## config.mk

```make
export PLATFORM = sky130hd
export DESIGN_NAME = bpa_ctrl
export DESIGN_NICKNAME = d
export VERILOG_FILES = /design/src/design/bpa_pkg.sv /design/src/design/bpa_ctrl.sv
export SDC_FILE = /design/constraint.sdc
export NUM_CORES = 1
export LEC_CHECK = 0
export ABC_AREA = 0
export ABC_CLOCK_PERIOD_IN_PS = 2700
export BUFFER_PORTS_ARGS = -buffer_cell sky130_fd_sc_hd__clkbuf_2
export CORE_AREA = 2 2 48 50
export CTS_BUF_LIST = sky130_fd_sc_hd__clkbuf_8 sky130_fd_sc_hd__clkbuf_16
export DETAILED_ROUTE_END_ITERATION = 16
export DIE_AREA = 0 0 50 52
export GPL_ROUTABILITY_DRIVEN = 0
export PLACE_DENSITY = 0.78
export SLEW_MARGIN = 0
export SYNTH_ARGS = -nofsm -noshare
export SYNTH_HDL_FRONTEND = slang
export SYNTH_SLANG_ARGS = --single-unit
```

## constraint.sdc

```tcl
create_clock -name clock -period 2.7 [get_ports clock]
set_input_delay 0 -clock clock [delete_from_list [all_inputs] [get_ports clock]]
set_output_delay 0 -clock clock [all_outputs]
set_load 0.02 [all_outputs]
```

## src/design/bpa_pkg.sv

```systemverilog
// Shared types, constants and helpers for the buddy page allocator.
// Used by the controller, the datapath and the top level; no dependencies.
package bpa_pkg;

   localparam int TOP_RANK = 16;
   localparam int RANK_W = 5;
   localparam int PAGE_W = 16;
   localparam int LINK_W = PAGE_W + 1;
   localparam int POOL_PAGES_MAX = 1 << PAGE_W;
   localparam int HEAD_W = RANK_W + 1;

   // Empty list marker: one past the last page.
   localparam logic [LINK_W-1:0] NIL = LINK_W'(POOL_PAGES_MAX);

   // Request modes.
   localparam logic [1:0] MODE_ALLOC = 2'd0;
   localparam logic [1:0] MODE_RETURN = 2'd1;
   localparam logic [1:0] MODE_QRANK = 2'd2;
   localparam logic [1:0] MODE_QCOUNT = 2'd3;

   // Result status codes.
   localparam logic [1:0] ST_OK = 2'd0;
   localparam logic [1:0] ST_INVALID = 2'd1;
   localparam logic [1:0] ST_NO_MEM = 2'd2;

   // Datapath operations.
   localparam logic [4:0] OP_NONE = 5'd0;
   localparam logic [4:0] OP_LOAD = 5'd1;
   localparam logic [4:0] OP_CLR_START = 5'd2;
   localparam logic [4:0] OP_CLR = 5'd3;
   localparam logic [4:0] OP_BUILD = 5'd4;
   localparam logic [4:0] OP_SEARCH = 5'd5;
   localparam logic [4:0] OP_TAKE = 5'd6;
   localparam logic [4:0] OP_UNLINK_RD = 5'd7;
   localparam logic [4:0] OP_UNLINK_WR = 5'd8;
   localparam logic [4:0] OP_SPLIT = 5'd9;
   localparam logic [4:0] OP_PUSH_A = 5'd10;
   localparam logic [4:0] OP_PUSH_B = 5'd11;
   localparam logic [4:0] OP_ALLOC_FIN = 5'd12;
   localparam logic [4:0] OP_RET_RD = 5'd13;
   localparam logic [4:0] OP_RET_CK = 5'd14;
   localparam logic [4:0] OP_BUD_RD = 5'd15;
   localparam logic [4:0] OP_BUD_TAKE = 5'd16;
   localparam logic [4:0] OP_MERGE = 5'd17;
   localparam logic [4:0] OP_Q_RD = 5'd18;
   localparam logic [4:0] OP_Q_HIT = 5'd19;
   localparam logic [4:0] OP_Q_NEXT = 5'd20;
   localparam logic [4:0] OP_COUNT = 5'd21;
   localparam logic [4:0] OP_NO_MEM = 5'd22;
   localparam logic [4:0] OP_EMIT = 5'd23;

   typedef struct packed {
      logic [4:0] op;
      logic       use_base;
   } cmd_type;

   typedef struct packed {
      logic       cfg_take;
      logic [1:0] mode;
      logic       rank_ok;
      logic       page_ok;
      logic       list_empty;
      logic       r_over;
      logic       r_above;
      logic       r_top;
      logic       ret_ok;
      logic       bud_in;
      logic       bud_match;
      logic       q_hit;
      logic       q_last;
      logic       build_more;
      logic       clr_last;
   } sts_type;

   // Number of pages covered by a block of rank r.
   function automatic logic [LINK_W-1:0] span(input logic [RANK_W-1:0] r);
      span = LINK_W'(1) << (r - RANK_W'(1));
   endfunction

endpackage

```

## src/design/bpa_ctrl.sv

```systemverilog
// Controller of the buddy page allocator: sequences clearing, pool build and
// each request through the datapath, and owns the handshakes. Uses bpa_pkg.
module bpa_ctrl
   import bpa_pkg::*;
(
   input  logic    clock,
   input  logic    reset,
   input  logic    req_tvalid,
   output logic    req_tready,
   output logic    rsp_tvalid,
   input  logic    rsp_tready,
   input  sts_type sts,
   output cmd_type cmd
);

   localparam logic [4:0] S_CLR0 = 5'd0;
   localparam logic [4:0] S_CLR = 5'd1;
   localparam logic [4:0] S_BUILD = 5'd2;
   localparam logic [4:0] S_IDLE = 5'd3;
   localparam logic [4:0] S_DISP = 5'd4;
   localparam logic [4:0] S_SEARCH = 5'd5;
   localparam logic [4:0] S_URD_A = 5'd6;
   localparam logic [4:0] S_UWR_A = 5'd7;
   localparam logic [4:0] S_SPLIT = 5'd8;
   localparam logic [4:0] S_PUSHA_A = 5'd9;
   localparam logic [4:0] S_PUSHB_A = 5'd10;
   localparam logic [4:0] S_RET_CK = 5'd11;
   localparam logic [4:0] S_MERGE = 5'd12;
   localparam logic [4:0] S_BUD_CK = 5'd13;
   localparam logic [4:0] S_UWR_R = 5'd14;
   localparam logic [4:0] S_MERGE_UP = 5'd15;
   localparam logic [4:0] S_PUSHB_R = 5'd16;
   localparam logic [4:0] S_QRD = 5'd17;
   localparam logic [4:0] S_QCK = 5'd18;
   localparam logic [4:0] S_FIN = 5'd19;

   logic [4:0] state_ff, state_in;
   logic       rsp_valid_ff, rsp_valid_in;
   logic       out_free;

   assign out_free = !rsp_valid_ff || rsp_tready;
   assign req_tready = (state_ff == S_IDLE);
   assign rsp_tvalid = rsp_valid_ff;

   // Next state and datapath command.
   always_comb begin
      state_in = state_ff;
      cmd.op = OP_NONE;
      cmd.use_base = 1'b1;
      case (state_ff)
         S_CLR0: begin
            cmd.op = OP_CLR_START;
            state_in = S_CLR;
         end
         S_CLR: begin
            cmd.op = OP_CLR;
            if (sts.clr_last) state_in = S_BUILD;
         end
         S_BUILD: begin
            if (sts.build_more) cmd.op = OP_BUILD;
            else state_in = S_IDLE;
         end
         S_IDLE: begin
            if (req_tvalid) begin
               cmd.op = OP_LOAD;
               state_in = S_DISP;
            end
         end
         S_DISP: begin
            state_in = S_FIN;
            case (sts.mode)
               MODE_ALLOC: if (sts.rank_ok) state_in = S_SEARCH;
               MODE_RETURN: begin
                  if (sts.page_ok) begin
                     cmd.op = OP_RET_RD;
                     state_in = S_RET_CK;
                  end
               end
               MODE_QRANK: if (sts.page_ok) state_in = S_QRD;
               default: if (sts.rank_ok) cmd.op = OP_COUNT;
            endcase
         end
         S_SEARCH: begin
            if (sts.r_over) begin
               cmd.op = OP_NO_MEM;
               state_in = S_FIN;
            end else if (sts.list_empty) begin
               cmd.op = OP_SEARCH;
            end else begin
               cmd.op = OP_TAKE;
               state_in = S_URD_A;
            end
         end
         S_URD_A: begin
            cmd.op = OP_UNLINK_RD;
            state_in = S_UWR_A;
         end
         S_UWR_A: begin
            cmd.op = OP_UNLINK_WR;
            state_in = S_SPLIT;
         end
         S_SPLIT: begin
            if (sts.r_above) begin
               cmd.op = OP_SPLIT;
               state_in = S_PUSHA_A;
            end else begin
               cmd.op = OP_ALLOC_FIN;
               state_in = S_FIN;
            end
         end
         S_PUSHA_A: begin
            cmd.op = OP_PUSH_A;
            cmd.use_base = 1'b0;
            state_in = S_PUSHB_A;
         end
         S_PUSHB_A: begin
            cmd.op = OP_PUSH_B;
            cmd.use_base = 1'b0;
            state_in = S_SPLIT;
         end
         S_RET_CK: begin
            if (sts.ret_ok) begin
               cmd.op = OP_RET_CK;
               state_in = S_MERGE;
            end else begin
               state_in = S_FIN;
            end
         end
         S_MERGE: begin
            if (!sts.r_top && sts.bud_in) begin
               cmd.op = OP_BUD_RD;
               state_in = S_BUD_CK;
            end else begin
               cmd.op = OP_PUSH_A;
               state_in = S_PUSHB_R;
            end
         end
         S_BUD_CK: begin
            if (sts.bud_match) begin
               cmd.op = OP_BUD_TAKE;
               cmd.use_base = 1'b0;
               state_in = S_UWR_R;
            end else begin
               cmd.op = OP_PUSH_A;
               state_in = S_PUSHB_R;
            end
         end
         S_UWR_R: begin
            cmd.op = OP_UNLINK_WR;
            cmd.use_base = 1'b0;
            state_in = S_MERGE_UP;
         end
         S_MERGE_UP: begin
            cmd.op = OP_MERGE;
            state_in = S_MERGE;
         end
         S_PUSHB_R: begin
            cmd.op = OP_PUSH_B;
            state_in = S_FIN;
         end
         S_QRD: begin
            cmd.op = OP_Q_RD;
            state_in = S_QCK;
         end
         S_QCK: begin
            if (sts.q_hit) begin
               cmd.op = OP_Q_HIT;
               state_in = S_FIN;
            end else if (sts.q_last) begin
               state_in = S_FIN;
            end else begin
               cmd.op = OP_Q_NEXT;
               state_in = S_QRD;
            end
         end
         S_FIN: begin
            if (out_free) begin
               cmd.op = OP_EMIT;
               state_in = S_IDLE;
            end
         end
         default: begin
            state_in = S_CLR0;
         end
      endcase
      // A valid pool write restarts the rebuild.
      if (sts.cfg_take) begin
         state_in = S_CLR0;
      end
   end

   // Result valid flag.
   always_comb begin
      rsp_valid_in = rsp_valid_ff;
      if (state_ff == S_FIN && out_free) rsp_valid_in = 1'b1;
      else if (rsp_tready) rsp_valid_in = 1'b0;
   end

   always_ff @(posedge clock) begin
      if (reset) begin
         state_ff <= S_CLR0;
         rsp_valid_ff <= 1'b0;
      end else begin
         state_ff <= state_in;
         rsp_valid_ff <= rsp_valid_in;
      end
   end

`ifndef SYNTH
   // A valid pool write always restarts the clearing pass.
   a_cfg_restart: assert property (@(posedge clock) disable iff (reset)
      sts.cfg_take |=> state_ff == S_CLR0) else $error("pool write did not restart");

   // A finished result waits while the output register is still full.
   a_fin_hold: assert property (@(posedge clock) disable iff (reset)
      (state_ff == S_FIN && !out_free && !sts.cfg_take) |=> state_ff == S_FIN)
      else $error("result dropped while output busy");

   // A result only appears from the finishing step.
   a_rsp_source: assert property (@(posedge clock) disable iff (reset)
      $rose(rsp_valid_ff) |-> $past(state_ff) == S_FIN)
      else $error("result raised outside finish");
`endif

endmodule

```

; Word-level counts from Yosys, hierarchy flattened
; Index checks and enable logic that the tools add are counted.
; Widths: inputs -> output; s select.
[word_totals]
register_bits = 6
output_inout_bits = 8
[classes]
eq_ne = 26
mux = 36
reduce_logical = 15
[op_table]
columns = cell, n
row1 = $pmux 5 s19, 1
row2 = $mux 5, 18
row3 = $pmux 5 s18, 1
row4 = $eq 5x4->1 const B, 8
row5 = $eq 5x3->1 const B, 4
row6 = $eq 5x5->1 const B, 4
row7 = $pmux 5 s3, 1
row8 = $eq 5x2->1 const B, 2
row9 = $pmux 5 s2, 1
row10 = $reduce_or 2->1, 5
row11 = $mux 3, 3
row12 = $mux 2, 4
row13 = $mux 4, 2
row14 = $ne 2x2->1 const B, 4
row15 = $eq 5x1->1 const B, 1
row16 = $logic_not 5->1, 1
row17 = $reduce_and 5->1, 1
row18 = $mux 1, 4
row19 = $ne 3x3->1 const B, 1
row20 = $reduce_or 3->1, 1
row21 = $eq 2x1->1 const B, 1
row22 = $eq 2x2->1 const B, 1
row23 = $logic_and 1x1->1, 2
row24 = $logic_not 1->1, 2
row25 = other kinds (4), 4

; Logic depth before layout (Yosys ltp)
; Gate-level depths: netlist (run 1).
[depth]
word_depth = 4
mapped_depth = 7

; Least setup slack after synthesis (run 1)
; No wires, ideal clock.
[synth_timing]
kind = flip-flop to output port
startpoint = register state_ff[2]
endpoint = output port cmd[3] in the netlist's numbering
arrival_time_ns = 1.420
required_time_ns = 2.700
setup_slack_ns = 1.280
stages_incl_launch_ff = 6
n_path_buf = 1
cell_sequence = dfxtp_1 > buf_4 > or3_1 > a21oi_1 > a31oi_1 > o2111ai_1
[synth_lines]
columns = element, line
row1 = from (decl), bpa_ctrl.sv:37  ; logic [4:0] state_ff, state_in;
row2 = from (signal assigned), bpa_ctrl.sv:204  ; state_ff <= state_in;
row3 = to (decl), bpa_ctrl.sv:13  ; output cmd_type cmd

==> flow_summary.yaml, run 1 <==
status:
  status: "completed"
sta:
  finalSetupTns_ns: 0
  setup_viol: 0
  period_share: 0.869
  min_period_ns: 2.35
  relSlewSlack: 0.418
  clock.fmax_mhz: 426
  hold_viol: 0
  setup_ws_ns: 0.353
  rsz0062_at_grt: "no"
  worst_pin_slew_ns: 0.871
  skew_ns: 0.00127
  slew_violations: 0
finish:
  nets: 198
  num_antenna_cells: 0
  final_cell_area_um2: 1230
  fin_cells: 204
  fin_util: 0.583
  drive_gt1_frac: 0.256
  final.fill_count: 199
  syn_to_final_growth_pct: 11.2
synth:
  async_flop_share: 0
  yosys-top-cells-count: "nand2_1, nor2_1, a21oi_1, nor2b_1, nand3_1"
  yosysWarnings: 0
  synth_area_um2: 1100
  yosysSeqAreaShare: 0.109
  yosysMostFrequentCell: "nand2_1"
  ys_top_cells_by_area: "dfxtp_1, nand2_1, nor2b_1, nor2_1, a21oi_1"
  synth.ff_latch_count: 6
  ys_types: 55
  syn_nets: 175
  syn_inst: 155
  syn_area_per_cell_um2: 7.12
  synth-edff-count: 0
  synth.top_cell.area_share: 0.109
  synth-main-ff-cell: "dfxtp_1"
  yosysTopAreaCell: "dfxtp_1"
die:
  die-area_um2: 2600
  core_um2: 2110
  die_w_um: 50
  initial_utilization: 0.524
  ioPinCount: 28
  std_cell_rows: 17
  die_h_um: 52
run:
  drv_cap: 0
pwr:
  p_leak_nw: 0.473
  power.density_nw_per_um2: 265
  irDropWorstVdd_v: 0.000228
grt:
  grt_util_all_layers: 0.268
  grt_pass1_wl_um: 5310
  grt_max_degree: 26
  gr-total-overflow: 0
  grt_pass1_vias: 1144
  antenna_found_initial: 0
hold_path:
  whs_endpoint: "state_ff[1]$_SDFFE_PP0P_"
  holdCritStartpoint: "sts[15]"
  min_path_type: "in2reg"
  whs_path_depth: 3
drt:
  final_antenna_net_count: 0
  vias_per_cell: 6.69
  drt-pass1-iter-count: 4
  detail_route.wl_per_cell_um: 16.1
  num_vias: 1364
  drt-total-wl_um: 3280
  drc: 0
  drt_iter0_drc: 88
critical_path:
  r2r-end: "state_ff[1]$_SDFFE_PP0P_"
  start_kind: "flop"
  worst_path_largest_cell_delay_ns: 0.88
  critPathSlowestCell: "dfxtp_1"
  crit_type: "reg2out"
  worstPathArrival_ns: 2.35
  critPathTopFamily: "flip-flops"
  endpoint_kind: "primary output"
  crit_buf_inv: 1
  cp_max_fo: 25
  required_ns: 2.70
  r2r_setup_slack_ns: 0.65
  reg2reg_from: "state_ff[3]$_SDFFE_PP0P_"
  worstPathCellList: "nand2_1 > a2111oi_2 > a21oi_1 > o221ai_1 > clkbuf_2"
  r2r_cells: 5
cts:
  htree_levels: 1
  clk_latency_ns: 0.23
  cts_setup_buffers: 0
  cts_buffers: 3
  cts_resized: 0
  ctsHoldBuffers: 1
  cts.reportedPaths.clkPinSlew_ns: 0.04
  cts_tree: "done"
  clockBufferDepth: 2
  cts_root_buffer: "clkbuf_8"
  cts_sinks: 6
place:
  dp.cells: 200
  portBuffers: 27
  placed_area_um2: 1180
  place_ws_ns: 0.699
  post-dp-hpwl_um: 2520
[worst min-delay path, stage by stage]
cell and delay, ns:
clkbuf_2 0.09, or2_2 0.14, a21oi_2 0.03
[final cells by class]
cell class	count	area [um^2]	share of cell area
Timing Repair Buffer	31	168	0.137
Inverter	5	18.8	0.0153
Multi-Input combinational cell	131	845	0.688
Sequential cell	6	120	0.0979
Clock buffer	3	41.3	0.0336
Tap cell	28	35.0	0.0285
[placed cells by master (no fill, tap or decap), types with 2 or more instances in the layout]
| cell | netlist | final |
|---|---|---|
| o21ai_0 | 5 | 5 |
| o221ai_1 | 2 | 2 |
| nor2_1 | 13 | 13 |
| a41oi_1 | 3 | 3 |
| o2111ai_1 | 3 | 3 |
| nand2_1 | 16 | 16 |
| clkbuf_2 | 1 | 27 |
| buf_4 | 1 | 3 |
| nand2b_2 | 2 | 2 |
| clkbuf_8 | 2 | 3 |
| a211oi_1 | 2 | 2 |
| nor3_1 | 4 | 4 |
| a21oi_1 | 9 | 9 |
| mux2i_1 | 4 | 4 |
| inv_1 | 4 | 4 |
| nor2b_1 | 9 | 9 |
| and2b_1 | 2 | 2 |
| or3_1 | 2 | 2 |
| and3_1 | 2 | 2 |
| a22oi_1 | 2 | 2 |
| o211ai_1 | 2 | 2 |
| nand3_1 | 8 | 8 |
| o21ai_1 | 2 | 2 |
| a32oi_1 | 3 | 3 |
| dfxtp_1 | 6 | 6 |
| a31oi_1 | 6 | 6 |
| a31o_1 | 2 | 2 |
| nand2b_1 | 5 | 5 |
[registers in the layout, indices dropped and copies added (netlist names)]
signal and flops:
state_ff 5, rsp_tvalid 1
[per-stage QoR]
step	power (W)	hold slack, ns
6_report	0.000325	0.0827
5_1_grt	0.000339	0.0852
4_1_cts	0.000322	0.0790
3_5_place_dp	0.000181	0.192
3_3_place_gp	0.000179	0.185
2_1_floorplan	0.000153	0.0691
[worst max path at each step]
stage,cells after the start,to,slack (ns),start
floorplan,5,cmd[3],1.28,state_ff[2]$_SDFFE_PP0P_
global placement,5,cmd[4],0.73,state_ff[3]$_SDFFE_PP0P_
detailed placement,5,cmd[4],0.70,state_ff[3]$_SDFFE_PP0P_
CTS,5,cmd[4],0.44,state_ff[3]$_SDFFE_PP0P_
global route,5,cmd[4],0.23,state_ff[3]$_SDFFE_PP0P_
finish,5,cmd[4],0.35,state_ff[3]$_SDFFE_PP0P_
[power breakdown]
group	switching, W	total [W]	internal [W]
Combinational	0.0000464	0.0000828	0.0000364
Clock	0.0000459	0.000142	0.0000965
Sequential	0.00000910	0.000100	0.0000909
[routing by layer]
metal,GRT usage,share of wire,vias to the layer above
met2,0.432,0.49,75
met1,0.359,0.41,638
met4,0.106,0.014,0
li1,-,-,642
met5,0,0,-
met3,0.0345,0.077,9
[cells by family (layout without fill, tap and decap cells)]
kind of cell | count (synthesis) | after routing | share of synthesized area
AOI/OAI and AO/OA | 54 | 54 | 0.361
muxes | 4 | 4 | 0.0363
and+or+nand+nor | 73 | 73 | 0.368
DFF | 6 | 6 | 0.109
buffers and inverters | 18 | 39 | 0.126
Note: power is estimated with default switching activity, not from simulation.
==> run 2, diff against run 1 <==
Settings changed: ABC_CLOCK_PERIOD_IN_PS 2700 to not set, CTS_BUF_LIST sky130_fd_sc_hd__clkbuf_8 sky130_fd_sc_hd__clkbuf_16 to not set.
==> flow_summary.yaml, run 2 (same netlist as run 1, synthesis figures left out) <==
grt:
  grt_use_met1: 0.359
  busiest_layer: "met2"
  grt_pass1_vias: 1134
  antenna_found_initial: 0
  grt_max_degree: 26
  gr-total-overflow: 0
  met3_usage: 0.0259
  grt_use_met2: 0.423
  grt_pass1_wl_um: 5240
  grt_util_all_layers: 0.261
pwr:
  power.density_nw_per_um2: 227
  p_leak_nw: 0.465
  irDropWorstVdd_v: 0.000183
  p_sw_frac: 0.353
  power.share.clock: 0.338
  internal-power_w: 0.000178
  pwr-share-seq: 0.363
  switchingPower_w: 0.0000969
  p_comb_frac: 0.300
drt:
  vias_per_cell: 6.70
  num_vias: 1366
  drt-pass1-iter-count: 5
  final_antenna_net_count: 0
  drc: 0
  detail_route.wl_per_cell_um: 16.0
  drt_iter0_drc: 88
  drt-total-wl_um: 3270
sta:
  hold_viol: 0
  period_share: 0.870
  slew_violations: 0
  holdWs_ns: 0.0400
  setup_viol: 0
  setup_ws_ns: 0.350
  rsz0062_at_grt: "no"
  worst_pin_slew_ns: 0.828
  min_period_ns: 2.35
  skew_ns: 0.00445
  relSlewSlack: 0.447
  clock.fmax_mhz: 426
  finalSetupTns_ns: 0
die:
  initial_utilization: 0.524
  core_um2: 2110
  die_w_um: 50
  std_cell_rows: 17
  ioPinCount: 28
  die-area_um2: 2600
  die_h_um: 52
place:
  dp.cells: 200
  place_ws_ns: 0.699
  portBuffers: 27
  post-dp-hpwl_um: 2520
  placed_area_um2: 1180
critical_path:
  r2r-end: "state_ff[1]$_SDFFE_PP0P_"
  reg2reg_from: "state_ff[3]$_SDFFE_PP0P_"
  cp_max_fo: 25
  r2r_cells: 5
  r2r_setup_slack_ns: 0.67
  required_ns: 2.70
  crit_type: "reg2out"
  endpoint_kind: "primary output"
  critPathLaunch: "state_ff[3]$_SDFFE_PP0P_"
  worstPathArrival_ns: 2.35
  start_kind: "flop"
  crit_path_end: "cmd[4]"
cts:
  clk_latency_ns: 0.26
  clockBufferDepth: 2
  cts.reportedPaths.clkPinSlew_ns: 0.05
  cts_buffers: 3
  ctsHoldBuffers: 1
  cts_tree: "done"
  htree_levels: 1
  cts_root_buffer: "clkbuf_4"
  cts_sinks: 6
  cts_setup_buffers: 0
  cts_resized: 0
finish:
  fin_cells: 204
  final_common_cell: "clkbuf_2"
  final_cell_area_um2: 1210
  mostFrequentLayoutCells: "clkbuf_2, nand2_1, nor2_1"
  syn_to_final_growth_pct: 9.52
  nets: 198
  num_antenna_cells: 0
  top_register: "state_ff"
  largest_register_ffs: 5
  drive_gt1_frac: 0.256
run:
  drv_cap: 0
hold_path:
  min_path_type: "in2reg"
  whs_path_depth: 3
status:
  status: "completed"
[run 2: area by class of cell]
| class | count | area [um^2] |
|---|---|---|
| clock buffers | 3 | 22.5 |
| fillers | 205 | 897 |
| inverters | 5 | 18.8 |
| multi-input cells | 131 | 845 |
| flip-flops and latches | 6 | 120 |
| well taps | 28 | 35.0 |
| repair buffers | 31 | 168 |
[run 2: metal layers]
layer	vias to the layer above	wire [um]
met3	13	277
met5	-	0
met2	85	1560
met4	0	99
li1	646	-
met1	622	1340
[run 2: how the worst min path moves through the flow]
stage                        from                  endpoint  slack, ns
after global placement      reset   rsp_tvalid$_SDFFE_PP0P_       0.18
final                     sts[15]  state_ff[1]$_SDFFE_PP0P_       0.04
after floorplan             reset   rsp_tvalid$_SDFFE_PP0P_       0.07
after global routing      sts[15]  state_ff[1]$_SDFFE_PP0P_       0.05
after detailed placement    reset   rsp_tvalid$_SDFFE_PP0P_       0.19
after CTS                 sts[15]  state_ff[1]$_SDFFE_PP0P_       0.05
[run 2: power groups by stage]
stage | Combinational (W) | Clock [W] | Sequential, W
6_report | 0.0000824 | 0.0000927 | 0.0000996
5_1_grt | 0.0000911 | 0.0000970 | 0.000100
4_1_cts | 0.0000817 | 0.0000912 | 0.0000993
3_5_place_dp | 0.0000803 | 0 | 0.000101
3_3_place_gp | 0.0000776 | 0 | 0.000101
2_1_floorplan | 0.0000597 | 0 | 0.0000935
[run 2: through the flow]
stage,util,total power [W]
final,0.574,0.000275
after global routing,0.574,0.000289
after CTS,0.574,0.000272
after detailed placement,0.559,0.000181
after global placement,0.559,0.000179
after floorplan,-,0.000153
[run 2: worst max-delay path: stages (launching register included)]
cell and delay [ns]:
dfxtp_1 0.86, nand2_1 0.33, a2111oi_2 0.48, a21oi_1 0.13, o221ai_1 0.10, clkbuf_2 0.20
